**config.mk**
```make
export PLATFORM = sky130hd
export DESIGN_NAME = multi_channel_countdown_timer_bank
export DESIGN_NICKNAME = d
export VERILOG_FILES = /design/src/rtl/mcctb_pkg.sv /design/src/rtl/multi_channel_countdown_timer_bank.sv /design/src/rtl/mcctb_ram.sv /design/src/rtl/mcctb_sub.sv
export SDC_FILE = /design/constraint.sdc
export NUM_CORES = 1
export LEC_CHECK = 0
export ABC_AREA = 0
export BUFFER_PORTS_ARGS = -buffer_cell sky130_fd_sc_hd__buf_2
export CORE_AREA = 2 2 275 345
export DETAILED_ROUTE_END_ITERATION = 10
export DIE_AREA = 0 0 277 347
export HOLD_SLACK_MARGIN = 0.03
export PLACE_DENSITY_LB_ADDON = 0.25
export SLEW_MARGIN = 40
export SYNTH_ARGS = -nofsm -noshare
export SYNTH_HDL_FRONTEND = slang
export SYNTH_HIERARCHICAL = 1
export SYNTH_SLANG_ARGS = --single-unit
```
**constraint.sdc**
```tcl
create_clock -name clk -period 13.3 [get_ports clk]
set_input_delay 1.995 -clock clk [delete_from_list [all_inputs] [get_ports clk]]
set_output_delay 1.995 -clock clk [all_outputs]
set_load 0.05 [all_outputs]
```
**src/rtl/mcctb_pkg.sv**
```systemverilog
// ----------------------------------------------------------------------------
// mcctb_pkg
// Shared types, codes and field widths of the countdown timer bank.
// ----------------------------------------------------------------------------
package mcctb_pkg;

    localparam int CHANNELS_DEFAULT = 8;

    localparam int CMD_W    = 3;
    localparam int CHAN_W   = 3;
    localparam int TIME_W   = 32;
    localparam int DEC_W    = 16;
    localparam int MASK_W   = 8;

    // channel, time_value, periodic_flag, notify_flag -> 37 bits, padded to 40
    localparam int IN_TDATA_W  = 40;
    // expired_mask, is_running, top_flag, remaining_time, elapsed_time -> 74, padded
    localparam int OUT_TDATA_W = 80;

    // One RAM word: reload count in the upper half, remaining count in the lower
    localparam int WORD_W = 2 * TIME_W;

    typedef enum logic [CMD_W-1:0] {
        CMD_TICK       = 3'd0,
        CMD_CONFIGURE  = 3'd1,
        CMD_SET_RELOAD = 3'd2,
        CMD_START      = 3'd3,
        CMD_STOP       = 3'd4,
        CMD_QUERY      = 3'd5,
        CMD_TAKE_TOP   = 3'd6
    } cmd_t;

    typedef enum logic [1:0] {
        ST_IDLE,
        ST_EXEC,
        ST_TICK
    } state_t;

endpackage

```
**src/rtl/multi_channel_countdown_timer_bank.sv**
```systemverilog
// ----------------------------------------------------------------------------
// multi_channel_countdown_timer_bank
// Bank of countdown timer channels, counts held in one RAM and walked by a
// small sequencer through one shared subtractor.
//
//   channel   direction  handshake                 carries
//   s_axis    in         tvalid/tready             command (tuser) and operands
//   m_axis    out        tvalid/tready             one result per command
//   cfg       in         cfg_valid/cfg_ready       tick_decrement
//
// A tick walks every channel in turn: the RAM read port visits one channel per
// cycle, the subtractor updates the channel read the cycle before. Every other
// command does one RAM read, then one update once the result register is free.
// Reset clears control state, sets the tick decrement to 1 and marks every RAM
// entry invalid; an invalid entry reads as zero. A result waiting on m_axis does
// not stop the next transfer; it holds only the next result and a command's update.
// ----------------------------------------------------------------------------
module multi_channel_countdown_timer_bank #(
    parameter int CHANNELS = mcctb_pkg::CHANNELS_DEFAULT
) (
    input  logic                              clk,
    input  logic                              rst_n,
    input  logic                              s_axis_tvalid,
    output logic                              s_axis_tready,
    // [2:0] channel, [34:3] time_value, [35] periodic_flag, [36] notify_flag
    input  logic [mcctb_pkg::IN_TDATA_W-1:0]  s_axis_tdata,
    // [2:0] command
    input  logic [mcctb_pkg::CMD_W-1:0]       s_axis_tuser,
    output logic                              m_axis_tvalid,
    input  logic                              m_axis_tready,
    // [7:0] expired_mask, [8] is_running, [9] top_flag,
    // [41:10] remaining_time, [73:42] elapsed_time
    output logic [mcctb_pkg::OUT_TDATA_W-1:0] m_axis_tdata,
    input  logic                              cfg_valid,
    output logic                              cfg_ready,
    input  logic [mcctb_pkg::DEC_W-1:0]       cfg_data
);

    import mcctb_pkg::*;

    localparam int AW = $clog2(CHANNELS);

    state_t                 state_reg, state_next;
    cmd_t                   cmd_reg, cmd_next;
    logic                   ch_ok_reg, ch_ok_next;
    logic [AW-1:0]          addr_reg, addr_next;
    logic [TIME_W-1:0]      tv_reg, tv_next;
    logic                   per_reg, per_next;
    logic                   ntf_reg, ntf_next;
    logic [AW:0]            rd_cnt_reg, rd_cnt_next;
    logic                   pipe_vld_reg, pipe_vld_next;
    logic [AW-1:0]          pipe_idx_reg, pipe_idx_next;
    logic [MASK_W-1:0]      mask_reg, mask_next;
    logic                   rd_vld_reg, rd_vld_next;
    logic [CHANNELS-1:0]    vld_reg, vld_next;
    logic [CHANNELS-1:0]    running_reg, running_next;
    logic [CHANNELS-1:0]    periodic_reg, periodic_next;
    logic [CHANNELS-1:0]    notify_reg, notify_next;
    logic [CHANNELS-1:0]    top_reg, top_next;
    logic [DEC_W-1:0]       dec_reg, dec_next;
    logic                   out_valid_reg, out_valid_next;
    logic [OUT_TDATA_W-1:0] out_data_reg, out_data_next;

    logic                   ram_wr_en;
    logic [AW-1:0]          ram_wr_addr;
    logic [WORD_W-1:0]      ram_wr_data;
    logic                   ram_rd_en;
    logic [AW-1:0]          ram_rd_addr;
    logic [WORD_W-1:0]      ram_rd_data;

    logic [TIME_W-1:0]      sub_a, sub_b, sub_diff;
    logic                   sub_borrow;

    logic [TIME_W-1:0]      cur_rem, cur_reload;
    logic [AW-1:0]          in_addr;
    logic                   in_ok;
    logic [AW-1:0]          scan_addr;
    logic                   slot_free;
    logic [MASK_W-1:0]      res_mask;
    logic                   res_run, res_top;
    logic [TIME_W-1:0]      res_rem, res_elapsed;

    mcctb_ram #(
        .WIDTH (WORD_W),
        .DEPTH (CHANNELS)
    ) u_ram (
        .clk     (clk),
        .wr_en   (ram_wr_en),
        .wr_addr (ram_wr_addr),
        .wr_data (ram_wr_data),
        .rd_en   (ram_rd_en),
        .rd_addr (ram_rd_addr),
        .rd_data (ram_rd_data)
    );

    mcctb_sub u_sub (
        .a      (sub_a),
        .b      (sub_b),
        .diff   (sub_diff),
        .borrow (sub_borrow)
    );

    assign cur_rem    = rd_vld_reg ? ram_rd_data[TIME_W-1:0] : '0;
    assign cur_reload = rd_vld_reg ? ram_rd_data[WORD_W-1:TIME_W] : '0;

    assign in_addr   = AW'(s_axis_tdata[CHAN_W-1:0]);
    assign in_ok     = int'(s_axis_tdata[CHAN_W-1:0]) < CHANNELS;
    assign scan_addr = rd_cnt_reg[AW-1:0];
    assign slot_free = !out_valid_reg || m_axis_tready;

    assign cfg_ready     = 1'b1;
    assign m_axis_tvalid = out_valid_reg;
    assign m_axis_tdata  = out_data_reg;

    always_ff @(posedge clk or negedge rst_n)
    begin
        if (!rst_n)
        begin
            state_reg     <= ST_IDLE;
            rd_cnt_reg    <= '0;
            pipe_vld_reg  <= 1'b0;
            mask_reg      <= '0;
            rd_vld_reg    <= 1'b0;
            vld_reg       <= '0;
            running_reg   <= '0;
            periodic_reg  <= '0;
            notify_reg    <= '0;
            top_reg       <= '0;
            dec_reg       <= DEC_W'(1);
            out_valid_reg <= 1'b0;
        end
        else
        begin
            state_reg     <= state_next;
            rd_cnt_reg    <= rd_cnt_next;
            pipe_vld_reg  <= pipe_vld_next;
            mask_reg      <= mask_next;
            rd_vld_reg    <= rd_vld_next;
            vld_reg       <= vld_next;
            running_reg   <= running_next;
            periodic_reg  <= periodic_next;
            notify_reg    <= notify_next;
            top_reg       <= top_next;
            dec_reg       <= dec_next;
            out_valid_reg <= out_valid_next;
        end
    end

    always_ff @(posedge clk)
    begin
        cmd_reg      <= cmd_next;
        ch_ok_reg    <= ch_ok_next;
        addr_reg     <= addr_next;
        tv_reg       <= tv_next;
        per_reg      <= per_next;
        ntf_reg      <= ntf_next;
        pipe_idx_reg <= pipe_idx_next;
        out_data_reg <= out_data_next;
    end

    always_comb
    begin
        state_next     = state_reg;
        cmd_next       = cmd_reg;
        ch_ok_next     = ch_ok_reg;
        addr_next      = addr_reg;
        tv_next        = tv_reg;
        per_next       = per_reg;
        ntf_next       = ntf_reg;
        rd_cnt_next    = rd_cnt_reg;
        pipe_vld_next  = pipe_vld_reg;
        pipe_idx_next  = pipe_idx_reg;
        mask_next      = mask_reg;
        rd_vld_next    = rd_vld_reg;
        vld_next       = vld_reg;
        running_next   = running_reg;
        periodic_next  = periodic_reg;
        notify_next    = notify_reg;
        top_next       = top_reg;
        dec_next       = dec_reg;
        out_valid_next = out_valid_reg;
        out_data_next  = out_data_reg;

        ram_wr_en   = 1'b0;
        ram_wr_addr = addr_reg;
        ram_wr_data = '0;
        ram_rd_en   = 1'b0;
        ram_rd_addr = addr_reg;
        sub_a       = cur_reload;
        sub_b       = cur_rem;

        res_mask    = '0;
        res_run     = 1'b0;
        res_top     = 1'b0;
        res_rem     = '0;
        res_elapsed = '0;

        s_axis_tready = (state_reg == ST_IDLE);

        if (cfg_valid)
        begin
            dec_next = cfg_data;
        end

        if (m_axis_tready)
        begin
            out_valid_next = 1'b0;
        end

        unique case (state_reg)
            ST_IDLE:
            begin
                if (s_axis_tvalid)
                begin
                    cmd_next   = cmd_t'(s_axis_tuser);
                    ch_ok_next = in_ok;
                    addr_next  = in_addr;
                    tv_next    = s_axis_tdata[CHAN_W +: TIME_W];
                    per_next   = s_axis_tdata[CHAN_W + TIME_W];
                    ntf_next   = s_axis_tdata[CHAN_W + TIME_W + 1];
                    if (cmd_t'(s_axis_tuser) == CMD_TICK)
                    begin
                        rd_cnt_next   = '0;
                        pipe_vld_next = 1'b0;
                        mask_next     = '0;
                        state_next    = ST_TICK;
                    end
                    else
                    begin
                        // fetch the addressed entry for the update cycle
                        ram_rd_en   = 1'b1;
                        ram_rd_addr = in_addr;
                        rd_vld_next = in_ok && vld_reg[in_addr];
                        state_next  = ST_EXEC;
                    end
                end
            end

            ST_EXEC:
            begin
                // hold the update until the result register can take it
                if (slot_free)
                begin
                    ram_wr_addr = addr_reg;
                    if (ch_ok_reg)
                    begin
                        unique case (cmd_reg)
                            CMD_CONFIGURE:
                            begin
                                ram_wr_en               = 1'b1;
                                ram_wr_data             = {tv_reg, tv_reg};
                                vld_next[addr_reg]      = 1'b1;
                                periodic_next[addr_reg] = per_reg;
                                notify_next[addr_reg]   = ntf_reg;
                                running_next[addr_reg]  = 1'b0;
                            end
                            CMD_SET_RELOAD:
                            begin
                                ram_wr_en          = 1'b1;
                                ram_wr_data        = {tv_reg, cur_rem};
                                vld_next[addr_reg] = 1'b1;
                            end
                            CMD_START:
                            begin
                                ram_wr_en              = 1'b1;
                                ram_wr_data            = {cur_reload, cur_reload};
                                vld_next[addr_reg]     = 1'b1;
                                top_next[addr_reg]     = 1'b0;
                                running_next[addr_reg] = 1'b1;
                            end
                            CMD_STOP:
                            begin
                                running_next[addr_reg] = 1'b0;
                            end
                            CMD_QUERY:
                            begin
                                res_run     = running_reg[addr_reg];
                                res_top     = top_reg[addr_reg];
                                res_rem     = cur_rem;
                                res_elapsed = sub_diff;
                            end
                            CMD_TAKE_TOP:
                            begin
                                res_top            = top_reg[addr_reg];
                                top_next[addr_reg] = 1'b0;
                            end
                            default:
                            begin
                                res_top = 1'b0;
                            end
                        endcase
                    end
                    out_valid_next = 1'b1;
                    out_data_next  = OUT_TDATA_W'({res_elapsed, res_rem, res_top,
                                                   res_run, res_mask});
                    state_next     = ST_IDLE;
                end
            end

            ST_TICK:
            begin
                // issue the read of the next channel
                if (rd_cnt_reg < (AW+1)'(CHANNELS))
                begin
                    ram_rd_en     = 1'b1;
                    ram_rd_addr   = scan_addr;
                    rd_vld_next   = vld_reg[scan_addr];
                    pipe_idx_next = scan_addr;
                    pipe_vld_next = 1'b1;
                    rd_cnt_next   = rd_cnt_reg + 1'b1;
                end
                else
                begin
                    pipe_vld_next = 1'b0;
                end

                // update the channel read in the previous cycle
                if (pipe_vld_reg && running_reg[pipe_idx_reg])
                begin
                    sub_a       = cur_rem;
                    sub_b       = TIME_W'(dec_reg);
                    ram_wr_addr = pipe_idx_reg;
                    if (cur_rem == '0)
                    begin
                        running_next[pipe_idx_reg] = 1'b0;
                    end
                    else if (!sub_borrow && sub_diff != '0)
                    begin
                        ram_wr_en              = 1'b1;
                        ram_wr_data            = {cur_reload, sub_diff};
                        vld_next[pipe_idx_reg] = 1'b1;
                    end
                    else
                    begin
                        // expired: report, then reload or drop out
                        if (notify_reg[pipe_idx_reg])
                        begin
                            if (int'(pipe_idx_reg) < MASK_W)
                            begin
                                mask_next[3'(pipe_idx_reg)] = 1'b1;
                            end
                        end
                        else
                        begin
                            top_next[pipe_idx_reg] = 1'b1;
                        end
                        ram_wr_en              = 1'b1;
                        vld_next[pipe_idx_reg] = 1'b1;
                        if (periodic_reg[pipe_idx_reg])
                        begin
                            ram_wr_data = {cur_reload, cur_reload};
                        end
                        else
                        begin
                            ram_wr_data                = {cur_reload, TIME_W'(0)};
                            running_next[pipe_idx_reg] = 1'b0;
                        end
                    end
                end

                if (!pipe_vld_reg && rd_cnt_reg == (AW+1)'(CHANNELS) && slot_free)
                begin
                    res_mask       = mask_reg;
                    out_valid_next = 1'b1;
                    out_data_next  = OUT_TDATA_W'({res_elapsed, res_rem, res_top,
                                                   res_run, res_mask});
                    state_next     = ST_IDLE;
                end
            end

            default:
            begin
                state_next = ST_IDLE;
            end
        endcase
    end

endmodule

```
**src/rtl/mcctb_ram.sv**
```systemverilog
// ----------------------------------------------------------------------------
// mcctb_ram
// Generic single-write, single-read RAM with registered read data.
// ----------------------------------------------------------------------------
module mcctb_ram #(
    parameter int WIDTH = 64,
    parameter int DEPTH = 8
) (
    input  logic                     clk,
    input  logic                     wr_en,
    input  logic [$clog2(DEPTH)-1:0] wr_addr,
    input  logic [WIDTH-1:0]         wr_data,
    input  logic                     rd_en,
    input  logic [$clog2(DEPTH)-1:0] rd_addr,
    output logic [WIDTH-1:0]         rd_data
);

    logic [WIDTH-1:0] mem [DEPTH];

    always_ff @(posedge clk)
    begin
        if (wr_en)
        begin
            mem[wr_addr] <= wr_data;
        end
        // read data holds while no read is issued
        if (rd_en)
        begin
            rd_data <= mem[rd_addr];
        end
    end

endmodule

```
**src/rtl/mcctb_sub.sv**
```systemverilog
// ----------------------------------------------------------------------------
// mcctb_sub
// Shared 32-bit subtractor with borrow: countdown on ticks, elapsed on query.
// ----------------------------------------------------------------------------
module mcctb_sub (
    input  logic [mcctb_pkg::TIME_W-1:0] a,
    input  logic [mcctb_pkg::TIME_W-1:0] b,
    output logic [mcctb_pkg::TIME_W-1:0] diff,
    output logic                         borrow
);

    import mcctb_pkg::*;

    assign {borrow, diff} = {1'b0, a} - {1'b0, b};

endmodule
```
# After elaboration in Yosys (flattened, before gate mapping)
# Memory sizes are Yosys's and may differ from the RTL's. A register that Yosys moved wholly into a read port is not among the register bits.
# Cells that the tools add are included.
# totals
reg_bits	196
mem_bits_rw	512
inputBits	64
wordCells	199
n_memories	1
# classes
add_sub_neg	2
order_cmp	7
eq_ne	25
mux	103
n_bitwise	10
reduce_logical	32
# memory_table
memory	words	word_bits	read_ports	rd_ports_with_merged_regs	wr	line_no	text
u_ram.mem	8	64	1	1	1	mcctb_ram.sv:18	logic [WIDTH-1:0] mem [DEPTH];
# op_table
operator	n
32-bit two-way mux	10
64-bit two-way mux	3
64-bit one-hot mux with 3 select lines	1
8-bit two-way mux	21
80-bit two-way mux	2
80-bit one-hot mux with 2 select lines	1
64-bit one-hot mux with 2 select lines	1
8-bit one-hot mux with 2 select lines	5
8-bit OR	5
32-bit by 32-bit subtractor with 33-bit output	1
32-bit zero test	1
32-bit nonzero test	1
1-bit two-way mux	28
8-bit bitwise AND	3
2-bit != test (second input constant)	12
1-bit binary-select mux with 3-bit select	7
8-bit bitwise mux	2
3-bit by 4-bit < comparator with 1-bit output (second input constant)	4
8-bit inverter	2
3-bit two-way mux	5
7-bit AND reduction	2
4-bit two-way mux	3
3-bit AND reduction	4
1-bit one-hot mux with 2 select lines	5
other kinds (29)	50

# Logic depth before layout (Yosys ltp)
# logic_depth
ltp_word	12
depth_mapped	27
mapped_depth_nobuf	22

# By module
# The synthesis kept the hierarchy.
# by_module_without_submodules
mod	instances	cells_per_inst	area_per_inst_um2	seq_area_each_um2
mcctb_ram	1	816	21187.8	17296.6
multi_channel_countdown_timer_bank	1	1296	11905.2	5341.4
mcctb_sub	1	301	1940.6	0.0

# Worst setup path before layout
# No wires, ideal clock.
# synth_timing
path_kind	input-to-reg
start	input port m_axis_tready
end	memory u_ram.mem[4][0] (enable)
setup_ns	0.565
arrival_time_ns	7.524
required_ns	12.735
path_slack_ns	5.211
cell_stages	7
n_path_buf	2
path_cell_list	nand2b_1 -> clkbuf_1 -> o2111ai_1 -> clkbuf_1 -> a21oi_1 -> nand2_1 -> nor3_1
# synth_via
elab_chain_len	5
# synth_lines
element	line_no	text
from (decl)	multi_channel_countdown_timer_bank.sv:30	input logic m_axis_tready,
1-bit logical OR	multi_channel_countdown_timer_bank.sv:109	assign slot_free = !out_valid_reg || m_axis_tready;
1-bit two-way mux	multi_channel_countdown_timer_bank.sv:242	if (slot_free)
1-bit one-hot mux with 2 select lines	multi_channel_countdown_timer_bank.sv:210	unique case (state_reg)
named net ram_wr_en	multi_channel_countdown_timer_bank.sv:64	logic ram_wr_en;
1-bit two-way mux	mcctb_ram.sv:22	if (wr_en)
1-bit two-way mux (implied by the code)	mcctb_ram.sv:24	mem[wr_addr] <= wr_data;
to (decl)	mcctb_ram.sv:18	
# The timed path passes the listed nets, and every way through them passes these cells.

# Worst setup path after layout
# layout_timing
start	register state_reg[0]
end	memory u_ram.mem[1][19] (data pin)
# layout_via
elab_chain_len	9
elab_cells_between_ends	12
cone_classes	1 x add/sub; 2 x eq/ne; 6 x mux; 3 x reduce/logical
# layout_lines
element	line_no	text
from (decl)	multi_channel_countdown_timer_bank.sv:43	state_t state_reg, state_next;
from (signal assigned)	multi_channel_countdown_timer_bank.sv:134	state_reg <= state_next;
2-bit equality test	multi_channel_countdown_timer_bank.sv:210	
32-bit two-way mux	multi_channel_countdown_timer_bank.sv:210	
named net sub_a[1]	multi_channel_countdown_timer_bank.sv:71	logic [TIME_W-1:0] sub_a, sub_b, sub_diff;
32-bit by 32-bit subtractor with 33-bit output	mcctb_sub.sv:14	assign {borrow, diff} = {1'b0, a} - {1'b0, b};
named net sub_diff[30]	multi_channel_countdown_timer_bank.sv:71	
32-bit nonzero test	multi_channel_countdown_timer_bank.sv:327	else if (!sub_borrow && sub_diff != '0)
1-bit logical AND	multi_channel_countdown_timer_bank.sv:327	
32-bit two-way mux	multi_channel_countdown_timer_bank.sv:327	
64-bit two-way mux	multi_channel_countdown_timer_bank.sv:323	if (cur_rem == '0)
64-bit two-way mux	multi_channel_countdown_timer_bank.sv:318	if (pipe_vld_reg && running_reg[pipe_idx_reg])
64-bit one-hot mux with 2 select lines	multi_channel_countdown_timer_bank.sv:210	
named net ram_wr_data[19]	multi_channel_countdown_timer_bank.sv:66	logic [WORD_W-1:0] ram_wr_data;
# The timed path passes the listed nets, and every way through them passes these cells.

==> run metrics <==
CTS Root Cell=clkbuf_16; main combinational cell family by area after synthesis=multiplexers; share of Yosys cell area claimed by the top area cell type=0.594; Seq/Total Area, Yosys=0.646; CP Launch Type=register; CORE AREA=0.0926 mm^2; pre-CTS setup slack=5470 ps; WL/cell=26.8 um; Worst-path clk slew=60 ps; HPWL after DPL=63.7 mm; DRC Markers=0; Boundary Pins=147; setup-violating endpoint count in the final report=0; Synth Area in Adders=0.0138; Top cell by count, worst path=buf_4; XOR/XNOR share of the synthesized area=0.00625; worst-case reg-to-reg path depth=24; post-synthesis mux area share=0.122; number of synthesized flops with an enable pin=693; CP max stage delay=800 ps; grt met2 use=0.353; grt met1 use=0.272; actual slew at the worst max-slew pin=910 ps; Clock Skews=25.5 ps; Compound-Gate Fraction of Synth Area=0.103; Post-Synthesis Cells=2413; layout cells sized above 1=0.231; final wirelength=102 mm; internal power=5570 uW; Crit. End Element=register; Final Hold Fails=0; largest area contributor in the synthesized netlist=edfxtp_1; global-route wire length before repair=149 mm; min-delay src=mask_reg[6]$_DFFE_PN0P_; VDD IR max=0.115 mV; critical path fanouts, max=70; Net Sw Power=3600 uW; # hold bufs at CTS=0; hold endpoint=mask_reg[6]$_DFFE_PN0P_; Top delay family on crit path=compound AO/OA/AOI/OAI gates; Gate power share=0.391; Buffers & Inverters on Critical Path=7; asr flop ratio synth=0.0953; Post-synth top cells=edfxtp_1 (693), nand2_1 (210), mux4_2 (133), clkbuf_1 (110), nor2_1 (106); GRT Total Usage=0.210; R2R setup slack=5260 ps; Fmax achieved=124 MHz; vias per cell=5.83; post-synthesis simple-gate area fraction=0.0764; warnings from Yosys=6; drt initial violations=2303; Netlist cell types=79; final worst setup slack=5260 ps; CTS Buf Count=81; Final #Nets=2631; Critical Path AT=8360 ps; Setup Fix Bufs, Post-CTS=0; Die X-Extent=277 um; chip height=347 um; DRT antenna net count=0; min Tclk post-route=8040 ps; CTS tree=yes; die area=0.0961 mm^2; met3 Track Usage GR=0.0356; RSZ-0062 raised after global routing=false; gpl congestion=0.908; PD cells=229 mW/mm^2; Setup Crit Path Kind=reg -> reg; post-synthesis to final-layout area growth=14.1%; synthesized area=0.0350 mm^2; Pins Over Slew Limit=0; row count=125; Synth Flop Type=edfxtp_1; syn avg cell area=14.5 um^2; Req. time, crit path=13630 ps; CTS H-tree lvls=3; Worst Hold Path Cells=2; Seq pwr share=0.356; Clock Path Buffers=3; Initial Util=0.378; count leader, synth=edfxtp_1; leakage dissipation=0.0141 uW; clock sinks=766; vias=22200; Final period util=0.604; Detailed Routing Iterations Pass 1=5; GRT overflow=0; Synth Register Bits=766; Max transition margin=0.393; slowest cell on the critical path=a311oi_1; max cap viols=0; Hold WS=473 ps; largest net degree at the start of global routing=92; Reg with most FFs=u_ram/mem; main area contributors after synthesis=edfxtp_1 (59%), mux4_2 (8.6%), dfrtp_1 (5.1%); max reg flops=512; gr busiest metal=met2; worst hold path class=reg -> reg; run status=finished clean; Worst R2R Start=state_reg[0]$_DFFE_PN0P_; # diodes=0; Cell Chain, Critical Path=inv_1 > ha_1 > buf_4 > inv_1 > buf_4 > a221oi_2 > and2_2 > buf_4 > nand2_1 > a21boi_0 > inv_1 > fa_1 > nand2b_1 > a21oi_1 > o21ai_1 > a21oi_2 > a21oi_1 > a311oi_1 > nor4_1 > nand4_1 > o21ba_2 > buf_4 > nor3_1 > o22a_1; setup TNS=0 ps; initial antenna violation count=1; switch share=0.393; Clock power frac=0.253; r2r endpoint=u_ram/mem[1][19]$_DFFE_PP_; vias in the first global route=22100; post-cts sizing count=0; clock latency on the worst-skew pair=660 ps; port bufs=136
## worst min-delay path: stages, from the launching register on
cell and delay (ps):
dfrtp_1 340, nand2_1 40, o21ai_0 60
## power groups by stage
stage,clock (uW),combinational [uW],sequential [uW]
after floorplan,0,2240,3450
after global placement,0,3470,3300
after detailed placement,0,3530,3300
after CTS,2380,3550,3250
after global routing,2460,3810,3280
final,2320,3580,3260
## metal layers
metal / up-vias / routed length [um]
met5: - / 0
met4: 0 / 3590
met3: 169 / 7130
met2: 970 / 49400
met1: 11400 / 41800
li1: 9610 / -
## logic make-up after synthesis
family | after synthesis
AND/OR/NAND/NOR | 569
XOR/XNOR | 25
adder cells (fa/ha/maj) | 38
AO/OA/AOI/OAI | 501
flip-flops | 766
multiplexers | 247
buffers and inverters | 265
other | 2
## layout by cell type (no fill, tap or decap), types with 35 or more instances in the layout
cell type / count
mux4_2: 133
nor3_1: 52
o21ai_0: 88
nand2_1: 210
o22a_1: 65
dfrtp_1: 71
nor2_1: 98
ha_1: 37
a21oi_1: 59
buf_2: 136
a22o_1: 35
inv_1: 98
clkbuf_16: 82
and2_1: 45
buf_4: 42
edfxtp_1: 693
a22oi_1: 73
and3_1: 50
nand3_1: 42
mux2_2: 103
## worst max-delay path by stage
stage                                            end                     start  cells after the start
after floorplan            u_ram/mem[4][0]$_DFFE_PP_             m_axis_tready                      7
after global placement    u_ram/mem[0][19]$_DFFE_PP_  state_reg[0]$_DFFE_PN0P_                     24
after detailed placement  u_ram/mem[0][14]$_DFFE_PP_  state_reg[0]$_DFFE_PN0P_                     24
after CTS                 u_ram/mem[5][19]$_DFFE_PP_  state_reg[0]$_DFFE_PN0P_                     24
after global routing      u_ram/mem[5][16]$_DFFE_PP_  state_reg[0]$_DFFE_PN0P_                     24
final                     u_ram/mem[1][19]$_DFFE_PP_  state_reg[0]$_DFFE_PN0P_                     24
## final cells by class
| cell class | count | area (um^2) |
|---|---|---|
| inverters | 99 | 372 |
| well taps | 1206 | 1510 |
| fillers | 8366 | 52600 |
| flip-flops and latches | 766 | 22600 |
| clock buffers | 101 | 2150 |
| clock inverters | 47 | 574 |
| repair buffers | 194 | 1250 |
| multi-input cells | 1387 | 11500 |
## per-stage QoR
stage / std cells / cell area, um^2 / total power, uW / utilization
6_report: 3800 / 40000 / 9170 / 0.432
5_1_grt: 3800 / 40000 / 9560 / 0.432
4_1_cts: 3798 / 39900 / 9180 / 0.431
3_5_place_dp: 3650 / 37200 / 6830 / 0.401
3_3_place_gp: 3645 / 37000 / 6770 / 0.400
2_1_floorplan: 2418 / 35100 / 5680 / -
(Power assumes the default switching activity.)
